<file path="src/rtl/core/tmr_pkg.sv">
`timescale 1ns / 1ps
package tmr_pkg;

  localparam int TASK_SLOTS  = 8;
  localparam int DEFER_SLOTS = 16;

  // Width of a task position, of a task count that can hold TASK_SLOTS, and of
  // a deferred-entry count that can hold DEFER_SLOTS.
  localparam int TIW = (TASK_SLOTS > 1) ? $clog2(TASK_SLOTS) : 1;
  localparam int TCW = $clog2(TASK_SLOTS + 1);
  localparam int DCW = $clog2(DEFER_SLOTS + 1);

  typedef enum logic [2:0] {
    OP_TICK         = 3'd0,
    OP_REGISTER     = 3'd1,
    OP_START        = 3'd2,
    OP_STOP         = 3'd3,
    OP_ADD_DELAY    = 3'd4,
    OP_DEFER_APPEND = 3'd5,
    OP_DEFER_HEAD   = 3'd6
  } op_t;

  typedef enum logic [1:0] {
    RK_PERIODIC    = 2'd0,
    RK_DEFERRED    = 2'd1,
    RK_REG_REPLY   = 2'd2,
    RK_DEFER_REPLY = 2'd3
  } kind_t;

  typedef enum logic [1:0] {
    ST_IDLE,
    ST_TASKS,
    ST_DEFERS,
    ST_FLUSH
  } state_t;

  typedef struct packed {
    logic        en;
    logic [31:0] period;
    logic [31:0] count;
  } task_ent_t;

  typedef struct packed {
    logic [31:0] delay;
    logic [31:0] count;
    logic [7:0]  handle;
  } defer_ent_t;

  typedef struct packed {
    logic shift;
    logic wr;
  } task_ctl_t;

  typedef struct packed {
    logic shl;
    logic shr;
    logic wr;
  } defer_ctl_t;

  // Signed a >= signed b on 32-bit words.
  function automatic logic sge(input logic [31:0] a, input logic [31:0] b);
    return $signed(a) >= $signed(b);
  endfunction

endpackage

</file>
<file path="src/rtl/core/tmr_task_cell.sv">
`timescale 1ns / 1ps
module tmr_task_cell (
  input  logic               clk,
  input  logic               rst,
  input  tmr_pkg::task_ctl_t ctl,
  input  tmr_pkg::task_ent_t nb,
  input  tmr_pkg::task_ent_t wr_data,
  output tmr_pkg::task_ent_t ent
);
  import tmr_pkg::*;

  logic        en;
  logic [31:0] period;
  logic [31:0] count;

  always_ff @(posedge clk) begin
    if (rst) begin
      en <= 1'b0;
    end else if (ctl.shift) begin
      en <= nb.en;
    end else if (ctl.wr) begin
      en <= wr_data.en;
    end
  end

  always_ff @(posedge clk) begin
    if (ctl.shift) begin
      period <= nb.period;
      count  <= nb.count;
    end else if (ctl.wr) begin
      period <= wr_data.period;
      count  <= wr_data.count;
    end
  end

  assign ent = '{en: en, period: period, count: count};

endmodule

</file>
<file path="src/rtl/core/tmr_defer_cell.sv">
`timescale 1ns / 1ps
module tmr_defer_cell (
  input  logic                clk,
  input  tmr_pkg::defer_ctl_t ctl,
  input  tmr_pkg::defer_ent_t nb_hi,
  input  tmr_pkg::defer_ent_t nb_lo,
  input  tmr_pkg::defer_ent_t wr_data,
  output tmr_pkg::defer_ent_t ent
);
  import tmr_pkg::*;

  // A direct write wins over a shift so that a kept entry can land at the
  // tail while the list moves toward the head.
  always_ff @(posedge clk) begin
    priority if (ctl.wr) begin
      ent <= wr_data;
    end else if (ctl.shl) begin
      ent <= nb_hi;
    end else if (ctl.shr) begin
      ent <= nb_lo;
    end
  end

endmodule

</file>
<file path="src/rtl/core/periodic_and_oneshot_task_timer_top.sv">
`timescale 1ns / 1ps
// Periodic and one-shot task timer.
// Input items arrive on the s_axis channel: tuser carries the operation and
// tdata its operands. Result items leave on the m_axis channel: tuser gives
// the result kind, tdata the index and the accepted flag, and tlast marks the
// final result that an input item causes.
// The periodic tasks sit in a row of cells that rotates by one cell per
// cycle during a tick unless the output stalls; the task at the head is
// updated by one shared adder and compare. The deferred list sits in a
// second row of cells kept in firing order; during a tick its head is popped
// each cycle unless the output stalls and, unless it fires, written back at
// the tail. A tick with forward time runs the task pass, then the deferred
// pass and a flush step before the next item is taken; register and defer
// operations run only the flush step, all others none.
// The block takes one item at a time: s_axis_tready is high only while idle.
// Reset clears the time, the registration count, the enable bits and the
// deferred list; no clearing pass is needed.
// When the receiver stalls, the results wait in an output register and one
// pending register and the passes halt until room frees up; nothing is lost.
module periodic_and_oneshot_task_timer_top (
  input  logic         clk,
  input  logic         rst,
  input  logic         s_axis_tvalid,
  output logic         s_axis_tready,
  // now_time[31:0], task_number[35:32], period_length[66:36],
  // delay_amount[97:67], enable_now[98], handle[106:99], zero above
  input  logic [111:0] s_axis_tdata,
  // operation[2:0]
  input  logic [2:0]   s_axis_tuser,
  output logic         m_axis_tvalid,
  input  logic         m_axis_tready,
  // result_index[7:0], accepted[8], zero above
  output logic [15:0]  m_axis_tdata,
  // result_kind[1:0]
  output logic [1:0]   m_axis_tuser,
  output logic         m_axis_tlast
);
  import tmr_pkg::*;

  state_t state, state_next;

  logic [31:0]  prev_time;
  logic [31:0]  delta;
  logic [TCW-1:0] tasks_reg;
  logic [DCW-1:0] used;
  logic [DCW-1:0] rem;
  logic [TIW-1:0] tpos;

  logic        pend_valid;
  kind_t       pend_kind;
  logic [7:0]  pend_index;
  logic        pend_acc;

  logic        out_valid;
  kind_t       out_kind;
  logic [7:0]  out_index;
  logic        out_acc;
  logic        out_last;

  // Input decode.
  op_t         op;
  logic [31:0] in_now;
  logic [3:0]  in_task;
  logic [30:0] in_period;
  logic [30:0] in_delay;
  logic        in_en;
  logic [7:0]  in_handle;
  logic [31:0] dz;
  logic        take;
  logic        adv;
  logic [31:0] delta_in;
  logic        delta_ok;
  logic        id_valid;
  logic [3:0]  id_idx;
  logic        defer_room;

  assign op        = op_t'(s_axis_tuser);
  assign in_now    = s_axis_tdata[31:0];
  assign in_task   = s_axis_tdata[35:32];
  assign in_period = s_axis_tdata[66:36];
  assign in_delay  = s_axis_tdata[97:67];
  assign in_en     = s_axis_tdata[98];
  assign in_handle = s_axis_tdata[106:99];
  assign dz        = {1'b0, in_delay};

  assign s_axis_tready = (state == ST_IDLE);
  assign take          = s_axis_tvalid && s_axis_tready;
  assign adv           = !out_valid || m_axis_tready;
  assign delta_in      = in_now - prev_time;
  assign delta_ok      = (delta_in != 32'd0) && !delta_in[31];
  assign id_idx        = in_task - 4'd1;
  assign id_valid      = (in_task != 4'd0) && (32'(id_idx) < 32'(TASK_SLOTS));
  assign defer_room    = (32'(used) < 32'(DEFER_SLOTS));

  // Periodic task row.
  task_ent_t tent [TASK_SLOTS];
  task_ent_t tnb  [TASK_SLOTS];
  task_ent_t twd  [TASK_SLOTS];
  task_ctl_t tctl [TASK_SLOTS];

  logic        task_step;
  logic [31:0] tsum;
  logic        tact;
  logic        tfire;
  task_ent_t   trot;

  assign task_step = (state == ST_TASKS) && adv;
  assign tsum      = tent[0].count + delta;
  assign tact      = (TCW'(tpos) < tasks_reg) && tent[0].en;
  assign tfire     = tact && sge(tsum, tent[0].period);

  always_comb begin
    trot = tent[0];
    if (tact) begin
      trot.count = tfire ? 32'd0 : tsum;
    end
  end

  // Deferred list row.
  defer_ent_t dent [DEFER_SLOTS];
  defer_ent_t dhi  [DEFER_SLOTS];
  defer_ent_t dlo  [DEFER_SLOTS];
  defer_ent_t dwd  [DEFER_SLOTS];
  defer_ctl_t dctl [DEFER_SLOTS];

  logic        defer_step;
  logic [31:0] dsum;
  logic        dfire;

  assign defer_step = (state == ST_DEFERS) && adv && (rem != '0);
  assign dsum       = dent[0].count + delta;
  assign dfire      = sge(dsum, dent[0].delay);

  for (genvar i = 0; i < TASK_SLOTS; i++) begin : g_task
    if (i == TASK_SLOTS - 1) begin : g_end
      assign tnb[i] = trot;
    end else begin : g_mid
      assign tnb[i] = tent[i+1];
    end

    always_comb begin
      tctl[i].shift = task_step;
      tctl[i].wr    = 1'b0;
      twd[i]        = tent[i];
      if (take) begin
        unique case (op)
          OP_REGISTER: begin
            if ((32'(tasks_reg) < 32'(TASK_SLOTS)) && (tasks_reg == TCW'(i))) begin
              tctl[i].wr    = 1'b1;
              twd[i].en     = in_en;
              twd[i].period = {1'b0, in_period};
              twd[i].count  = 32'd0 - dz;
            end
          end
          OP_START: begin
            if (id_valid && (32'(id_idx) == 32'(i))) begin
              tctl[i].wr   = 1'b1;
              twd[i].en    = 1'b1;
              twd[i].count = 32'd0 - dz;
            end
          end
          OP_STOP: begin
            if (id_valid && (32'(id_idx) == 32'(i))) begin
              tctl[i].wr = 1'b1;
              twd[i].en  = 1'b0;
            end
          end
          OP_ADD_DELAY: begin
            if (id_valid && (32'(id_idx) == 32'(i))) begin
              tctl[i].wr   = 1'b1;
              twd[i].count = tent[i].count - dz;
            end
          end
          default: begin
          end
        endcase
      end
    end

    tmr_task_cell u_cell (
      .clk     (clk),
      .rst     (rst),
      .ctl     (tctl[i]),
      .nb      (tnb[i]),
      .wr_data (twd[i]),
      .ent     (tent[i])
    );
  end

  for (genvar i = 0; i < DEFER_SLOTS; i++) begin : g_defer
    if (i == DEFER_SLOTS - 1) begin : g_hi_end
      assign dhi[i] = dent[i];
    end else begin : g_hi_mid
      assign dhi[i] = dent[i+1];
    end
    if (i == 0) begin : g_lo_end
      assign dlo[i] = dent[i];
    end else begin : g_lo_mid
      assign dlo[i] = dent[i-1];
    end

    always_comb begin
      dctl[i].shl = defer_step;
      dctl[i].shr = take && (op == OP_DEFER_HEAD) && defer_room;
      dctl[i].wr  = 1'b0;
      dwd[i]      = dent[i];
      if (defer_step && !dfire && ((used - DCW'(1)) == DCW'(i))) begin
        dctl[i].wr = 1'b1;
        dwd[i]     = '{delay: dent[0].delay, count: dsum, handle: dent[0].handle};
      end else if (take && defer_room) begin
        if ((op == OP_DEFER_APPEND) && (used == DCW'(i))) begin
          dctl[i].wr = 1'b1;
          dwd[i]     = '{delay: dz, count: 32'd0, handle: in_handle};
        end else if ((op == OP_DEFER_HEAD) && (i == 0)) begin
          dctl[i].wr = 1'b1;
          dwd[i]     = '{delay: dz, count: dz + 32'd1, handle: in_handle};
        end
      end
    end

    tmr_defer_cell u_cell (
      .clk     (clk),
      .ctl     (dctl[i]),
      .nb_hi   (dhi[i]),
      .nb_lo   (dlo[i]),
      .wr_data (dwd[i]),
      .ent     (dent[i])
    );
  end

  // Result produced by a pass step.
  logic       new_res;
  kind_t      new_kind;
  logic [7:0] new_index;

  always_comb begin
    new_res   = 1'b0;
    new_kind  = RK_PERIODIC;
    new_index = 8'd0;
    if (task_step && tfire) begin
      new_res   = 1'b1;
      new_index = 8'(tpos) + 8'd1;
    end else if (defer_step && dfire) begin
      new_res   = 1'b1;
      new_kind  = RK_DEFERRED;
      new_index = dent[0].handle;
    end
  end

  // Next state.
  always_comb begin
    state_next = state;
    unique case (state)
      ST_IDLE: begin
        if (take) begin
          unique case (op)
            OP_TICK:         state_next = delta_ok ? ST_TASKS : ST_IDLE;
            OP_REGISTER,
            OP_DEFER_APPEND,
            OP_DEFER_HEAD:   state_next = ST_FLUSH;
            default:         state_next = ST_IDLE;
          endcase
        end
      end
      ST_TASKS: begin
        if (adv && (tpos == TIW'(TASK_SLOTS - 1))) begin
          state_next = ST_DEFERS;
        end
      end
      ST_DEFERS: begin
        if (rem == '0) begin
          state_next = ST_FLUSH;
        end
      end
      ST_FLUSH: begin
        if (!pend_valid || adv) begin
          state_next = ST_IDLE;
        end
      end
      default: state_next = ST_IDLE;
    endcase
  end

  always_ff @(posedge clk) begin
    if (rst) begin
      state <= ST_IDLE;
    end else begin
      state <= state_next;
    end
  end

  // Control counters and time.
  always_ff @(posedge clk) begin
    if (rst) begin
      prev_time <= 32'd0;
      tasks_reg <= '0;
      used      <= '0;
      rem       <= '0;
      tpos      <= '0;
    end else begin
      if (take) begin
        unique case (op)
          OP_TICK: begin
            if (delta_ok) begin
              prev_time <= in_now;
            end
            tpos <= '0;
          end
          OP_REGISTER: begin
            if (32'(tasks_reg) < 32'(TASK_SLOTS)) begin
              tasks_reg <= tasks_reg + TCW'(1);
            end
          end
          OP_DEFER_APPEND,
          OP_DEFER_HEAD: begin
            if (defer_room) begin
              used <= used + DCW'(1);
            end
          end
          default: begin
          end
        endcase
      end
      if (task_step) begin
        tpos <= tpos + TIW'(1);
        if (tpos == TIW'(TASK_SLOTS - 1)) begin
          rem <= used;
        end
      end
      if (defer_step) begin
        rem <= rem - DCW'(1);
        if (dfire) begin
          used <= used - DCW'(1);
        end
      end
    end
  end

  always_ff @(posedge clk) begin
    if (take && (op == OP_TICK)) begin
      delta <= delta_in;
    end
  end

  // Pending result and output register.
  always_ff @(posedge clk) begin
    if (rst) begin
      pend_valid <= 1'b0;
      out_valid  <= 1'b0;
    end else begin
      if (out_valid && m_axis_tready) begin
        out_valid <= 1'b0;
      end
      if (take && (op == OP_REGISTER)) begin
        pend_valid <= 1'b1;
        pend_kind  <= RK_REG_REPLY;
        pend_index <= (32'(tasks_reg) < 32'(TASK_SLOTS)) ? 8'(tasks_reg) + 8'd1 : 8'd0;
        pend_acc   <= 1'b0;
      end else if (take && ((op == OP_DEFER_APPEND) || (op == OP_DEFER_HEAD))) begin
        pend_valid <= 1'b1;
        pend_kind  <= RK_DEFER_REPLY;
        pend_index <= in_handle;
        pend_acc   <= defer_room;
      end else if (new_res) begin
        if (pend_valid) begin
          out_valid <= 1'b1;
          out_kind  <= pend_kind;
          out_index <= pend_index;
          out_acc   <= pend_acc;
          out_last  <= 1'b0;
        end
        pend_valid <= 1'b1;
        pend_kind  <= new_kind;
        pend_index <= new_index;
        pend_acc   <= 1'b0;
      end else if ((state == ST_FLUSH) && pend_valid && adv) begin
        out_valid  <= 1'b1;
        out_kind   <= pend_kind;
        out_index  <= pend_index;
        out_acc    <= pend_acc;
        out_last   <= 1'b1;
        pend_valid <= 1'b0;
      end
    end
  end

  assign m_axis_tvalid = out_valid;
  assign m_axis_tdata  = {7'd0, out_acc, out_index};
  assign m_axis_tuser  = out_kind;
  assign m_axis_tlast  = out_last;

`ifndef ASSERT_OFF
  a_used_bound: assert property (@(posedge clk) disable iff (rst)
    32'(used) <= 32'(DEFER_SLOTS))
    else $error("deferred list count exceeds its capacity");

  a_tasks_bound: assert property (@(posedge clk) disable iff (rst)
    32'(tasks_reg) <= 32'(TASK_SLOTS))
    else $error("task registration count exceeds its capacity");

  a_idle_no_pend: assert property (@(posedge clk) disable iff (rst)
    (state == ST_IDLE) |-> !pend_valid)
    else $error("pending result left behind while idle");

  a_rem_bound: assert property (@(posedge clk) disable iff (rst)
    (state == ST_DEFERS) |-> (rem <= used))
    else $error("deferred pass has more steps left than entries");
`endif

endmodule
</file>
<file path="config.mk">
export PLATFORM = sky130hd
export DESIGN_NAME = periodic_and_oneshot_task_timer_top
export DESIGN_NICKNAME = d
export VERILOG_FILES = /design/src/rtl/core/tmr_pkg.sv /design/src/rtl/core/tmr_task_cell.sv /design/src/rtl/core/tmr_defer_cell.sv /design/src/rtl/core/periodic_and_oneshot_task_timer_top.sv
export SDC_FILE = /design/constraint.sdc
export NUM_CORES = 2
export LEC_CHECK = 0
export ABC_CLOCK_PERIOD_IN_PS = 22500
export BUFFER_PORTS_ARGS = -buffer_cell sky130_fd_sc_hd__buf_2
export CAP_MARGIN = 25
export CORE_MARGIN = 4
export CORE_UTILIZATION = 35
export CTS_BUF_LIST = sky130_fd_sc_hd__clkbuf_2
export DETAILED_ROUTE_END_ITERATION = 10
export PLACE_DENSITY = 0.51
export SLEW_MARGIN = 20
export SYNTH_ARGS = -nofsm -noshare
export SYNTH_HDL_FRONTEND = slang
export SYNTH_SLANG_ARGS = --single-unit
export TNS_END_PERCENT = 5
</file>
<file path="constraint.sdc">
create_clock -name clk -period 22.5 [get_ports clk]
set_input_delay 4.5 -clock clk [delete_from_list [all_inputs] [get_ports clk]]
set_output_delay 4.5 -clock clk [all_outputs]
set_load 0.05 [all_outputs]
</file>
==> results by group <==
Outcome
  • Outcome: complete, no violations

Die
  • Chip Height: 570 um
  • Core Rows: 206
  • Initial core utilization: 0.352
  • I/O pin count: 140
  • Die area: 325000 um^2
  • Die X: 570 um
  • Core area: 315000 um^2

Detailed routing
  • Detailed Routing Iterations Pass 1: 8
  • Drt wl/cell: 25.6 um
  • Drt via density: 5.81
  • DRT antenna net count: 0
  • Initial DRC Count: 10300
  • WL final: 425000 um
  • Vias: 96500
  • # DRC: 0

Synthesis
  • Synth Area in XOR/XNOR: 0.0231
  • Synth warnings: 0
  • Post-synthesis simple-gate area fraction: 0.155
  • Post-synth cell types: 81
  • EDFF count, synth: 1719
  • Fraction of registers with async set/reset: 0
  • Synth Area in Adders: 0.0502
  • Largest family of logic cells by synthesized area: compound AO/OA/AOI/OAI gates
  • Post-Syn Area: 111000 um^2
  • Sequential fraction of the synthesis area: 0.477
  • Yosys reg bits: 1780
  • Post-synthesis mux area share: 0.0393
  • Synthesized area per cell: 9.12 um^2
  • Synth Area in Compound Gates: 0.213
  • Syn Inst Count: 12100
  • Main synth FF type: edfxtp_1

Setup path
  • Worst reg2reg path depth: 26
  • CP Max Fanout: 41
  • Reg-to-Reg Start: delta[0]
  • Critical R2R Capture: g_defer[15].u_cell.ent[4]
  • R2R Setup Slk: 13.63 ns
  • Worst setup path start: delta[0]
  • Required time worst endpoint: 24.20 ns
  • Worst setup EP type: flip-flop
  • Worst EP arrival: 10.57 ns
  • Crit path launch type: flip-flop
  • Crit path capture: g_defer[15].u_cell.ent[4]
  • Critical path type: flip-flop to flip-flop

STA
  • Fin crit period: 8.87 ns
  • Worst hold slack: 0.401 ns
  • Max-slew violations: 0
  • Clock Skew: 0.286 ns
  • RSZ-0062 raised after global routing: no
  • Worst Tran Pin Value: 1.14 ns
  • Highest Clock Rate: 113 MHz
  • Rel. slew slack: 0.241
  • Final Hold Fails: 0
  • Final period util: 0.394
  • Final setup viols: 0
  • Setup TNS: 0 ns

Finish
  • Final std cells w/o fill: 16600
  • Final instance area: 121000 um^2
  • Top Registers: g_defer.u_cell.ent x1152, g_task.u_cell.count x256, g_task.u_cell.period x256
  • Largest reg by FF count: g_defer.u_cell.ent
  • Area delta synth->final: 8.90%
  • Layout Nets: 12600
  • Max reg flops: 1152
  • Fraction of layout cells with a size suffix above 1: 0.107

Job
  • MaxCap Viol Count: 0

Clocking
  • CTS sink count: 1780
  • TritonCTS Buffers: 530
  • Worst-Skew Late Latency: 2.21 ns
  • Clk pin slew, worst setup/hold paths: 0.12 ns
  • Post-cts gate resize count: 0
  • Root Buffer: clkbuf_2
  • Max clock buf depth: 4
  • # hold bufs at CTS: 0
  • Setup bufs post-CTS: 0
  • TritonCTS clock tree: yes
  • H-tree lvl count: 6

Global routing
  • Vias in the first global route: 92100
  • Total GRT Usage: 0.250
  • Initial antenna violation count: 74
  • GRT Residual Overflow: 0
  • Largest net degree at the start of global routing: 214
  • First-pass GRT wire length: 612000 um

Placement
  • Port bufs: 127
  • RD Place Congestion: 0.905
  • Post-DP HPWL: 274000 um
  • Post-Place Cell Area: 115000 um^2
  • Placed insts: 15700

Power and ir drop
  • Worst VDD drop: 0.0562 mV
  • PwrDens: 70.7 nW/um^2
  • Leakage power figure: 46.9 nW

Worst hold path
  • Hold depth: 0
  • Worst min path class: flip-flop to flip-flop
[worst min path at each step]
stage                       from               to
CTS                     pend_acc          out_acc
detailed placement  pend_kind[1]  m_axis_tuser[1]
finish                  pend_acc          out_acc
floorplan           pend_kind[0]  m_axis_tuser[0]
global route            pend_acc          out_acc
global placement    pend_kind[1]  m_axis_tuser[1]
[area by class of cell]
class | instances | area (um^2)
diodes | 60 | 150
clock buffers | 739 | 3700
clock inverters | 139 | 1070
fillers | 32000 | 194000
inverters | 252 | 947
multi-input cells | 9141 | 54100
flip-flops and latches | 1780 | 52800
well taps | 4160 | 5200
repair buffers | 339 | 2630
[synth_stat cells (57+ instances only)]
| cell type | n | area share |
|---|---|---|
| a21oi_1 | 1462 | 0.066 |
| edfxtp_1 | 1719 | 0.47 |
| ha_1 | 427 | 0.048 |
| nor2b_1 | 75 | 0.0042 |
| a21o_1 | 462 | 0.031 |
| a31oi_1 | 63 | 0.0036 |
| o211ai_1 | 157 | 0.011 |
| and3_1 | 85 | 0.0048 |
| nor2_1 | 454 | 0.015 |
| nand2b_1 | 124 | 0.0070 |
| o21a_1 | 61 | 0.0041 |
| inv_1 | 247 | 0.0084 |
| nand3_1 | 314 | 0.014 |
| buf_1 | 111 | 0.0038 |
| a211oi_1 | 62 | 0.0042 |
| o21ai_0 | 891 | 0.040 |
| nand2_1 | 2653 | 0.090 |
| o21ai_1 | 57 | 0.0026 |
| dfxtp_1 | 61 | 0.011 |
| xnor2_1 | 215 | 0.017 |
| clkbuf_1 | 853 | 0.029 |
| mux2i_1 | 430 | 0.039 |
| xor2_1 | 77 | 0.0061 |
| o31ai_1 | 365 | 0.025 |
| nor3_1 | 134 | 0.0061 |
[kinds of logic after synthesis]
logic type	Yosys count
adder cells (fa/ha/maj)	438
AND/OR/NAND/NOR	4066
buffers and inverters	1230
XOR/XNOR	292
flip-flops	1780
multiplexers	434
other	1
AO/OA/AOI/OAI	3904
[report_power, final]
part           leakage, nW  internal, W  switching, W
logic                 27.2     0.000585       0.00120
clock network         3.56      0.00107       0.00157
registers             16.1      0.00397      0.000135
total                 46.9      0.00563       0.00290
[metal layers]
layer	GRT usage	routed length, um	share of wire
met1	0.314	169000	0.40
met2	0.402	193000	0.45
met3	0.0577	39200	0.092
met4	0.126	23300	0.055
met5	0	184	0.00043
[stage by stage]
step                power (W)  setup WS (ns)  utilization
floorplan             0.00532          11.48            -
global placement      0.00589          12.72        0.365
detailed placement    0.00594          12.68        0.366
CTS                   0.00859          13.68        0.382
global route          0.00896          13.18        0.383
finish                0.00853          13.63        0.383
[worst max-delay path, cell delays in order, from the launching register on]
cell,delay [ns]
edfxtp_1,0.66
ha_1,0.26
inv_1,0.06
fa_1,0.47
nor2b_1,0.17
o21ai_1,0.11
o211ai_1,0.28
a221o_1,0.32
nand3_1,0.11
nand2_1,0.21
a2111oi_0,0.19
o31ai_1,0.36
a21oi_1,0.16
xnor2_2,0.83
ha_1,0.24
nand4_1,0.10
nor2_1,0.37
nand3_1,0.26
o21bai_1,0.37
nand3b_1,0.19
nor2b_2,0.15
buf_4,0.34
nand3_2,0.09
buf_4,0.40
o211ai_1,0.19
buf_4,0.74
buf_4,0.75
[layout by cell type (no fill, tap or decap), drive strengths merged, types with 38 or more instances in the layout]
cell / instances
inv: 264
nor2: 454
nand2b: 124
dfxtp: 61
xnor2: 215
buf: 339
xor2: 77
nor3: 134
a211oi: 62
clkinv: 97
diode: 60
mux2i: 430
clkbuf: 739
a31oi: 63
a22oi: 55
a211o: 38
o31ai: 365
nand2: 2653
o211ai: 157
nand4: 49
a221oi: 42
and3: 85
nand3: 314
edfxtp: 1719
o21a: 61
ha: 427
a21o: 462
a21oi: 1462
o21ai: 948
nor2b: 75
and2: 51
No activity file was read; power rests on OpenSTA's default activity.
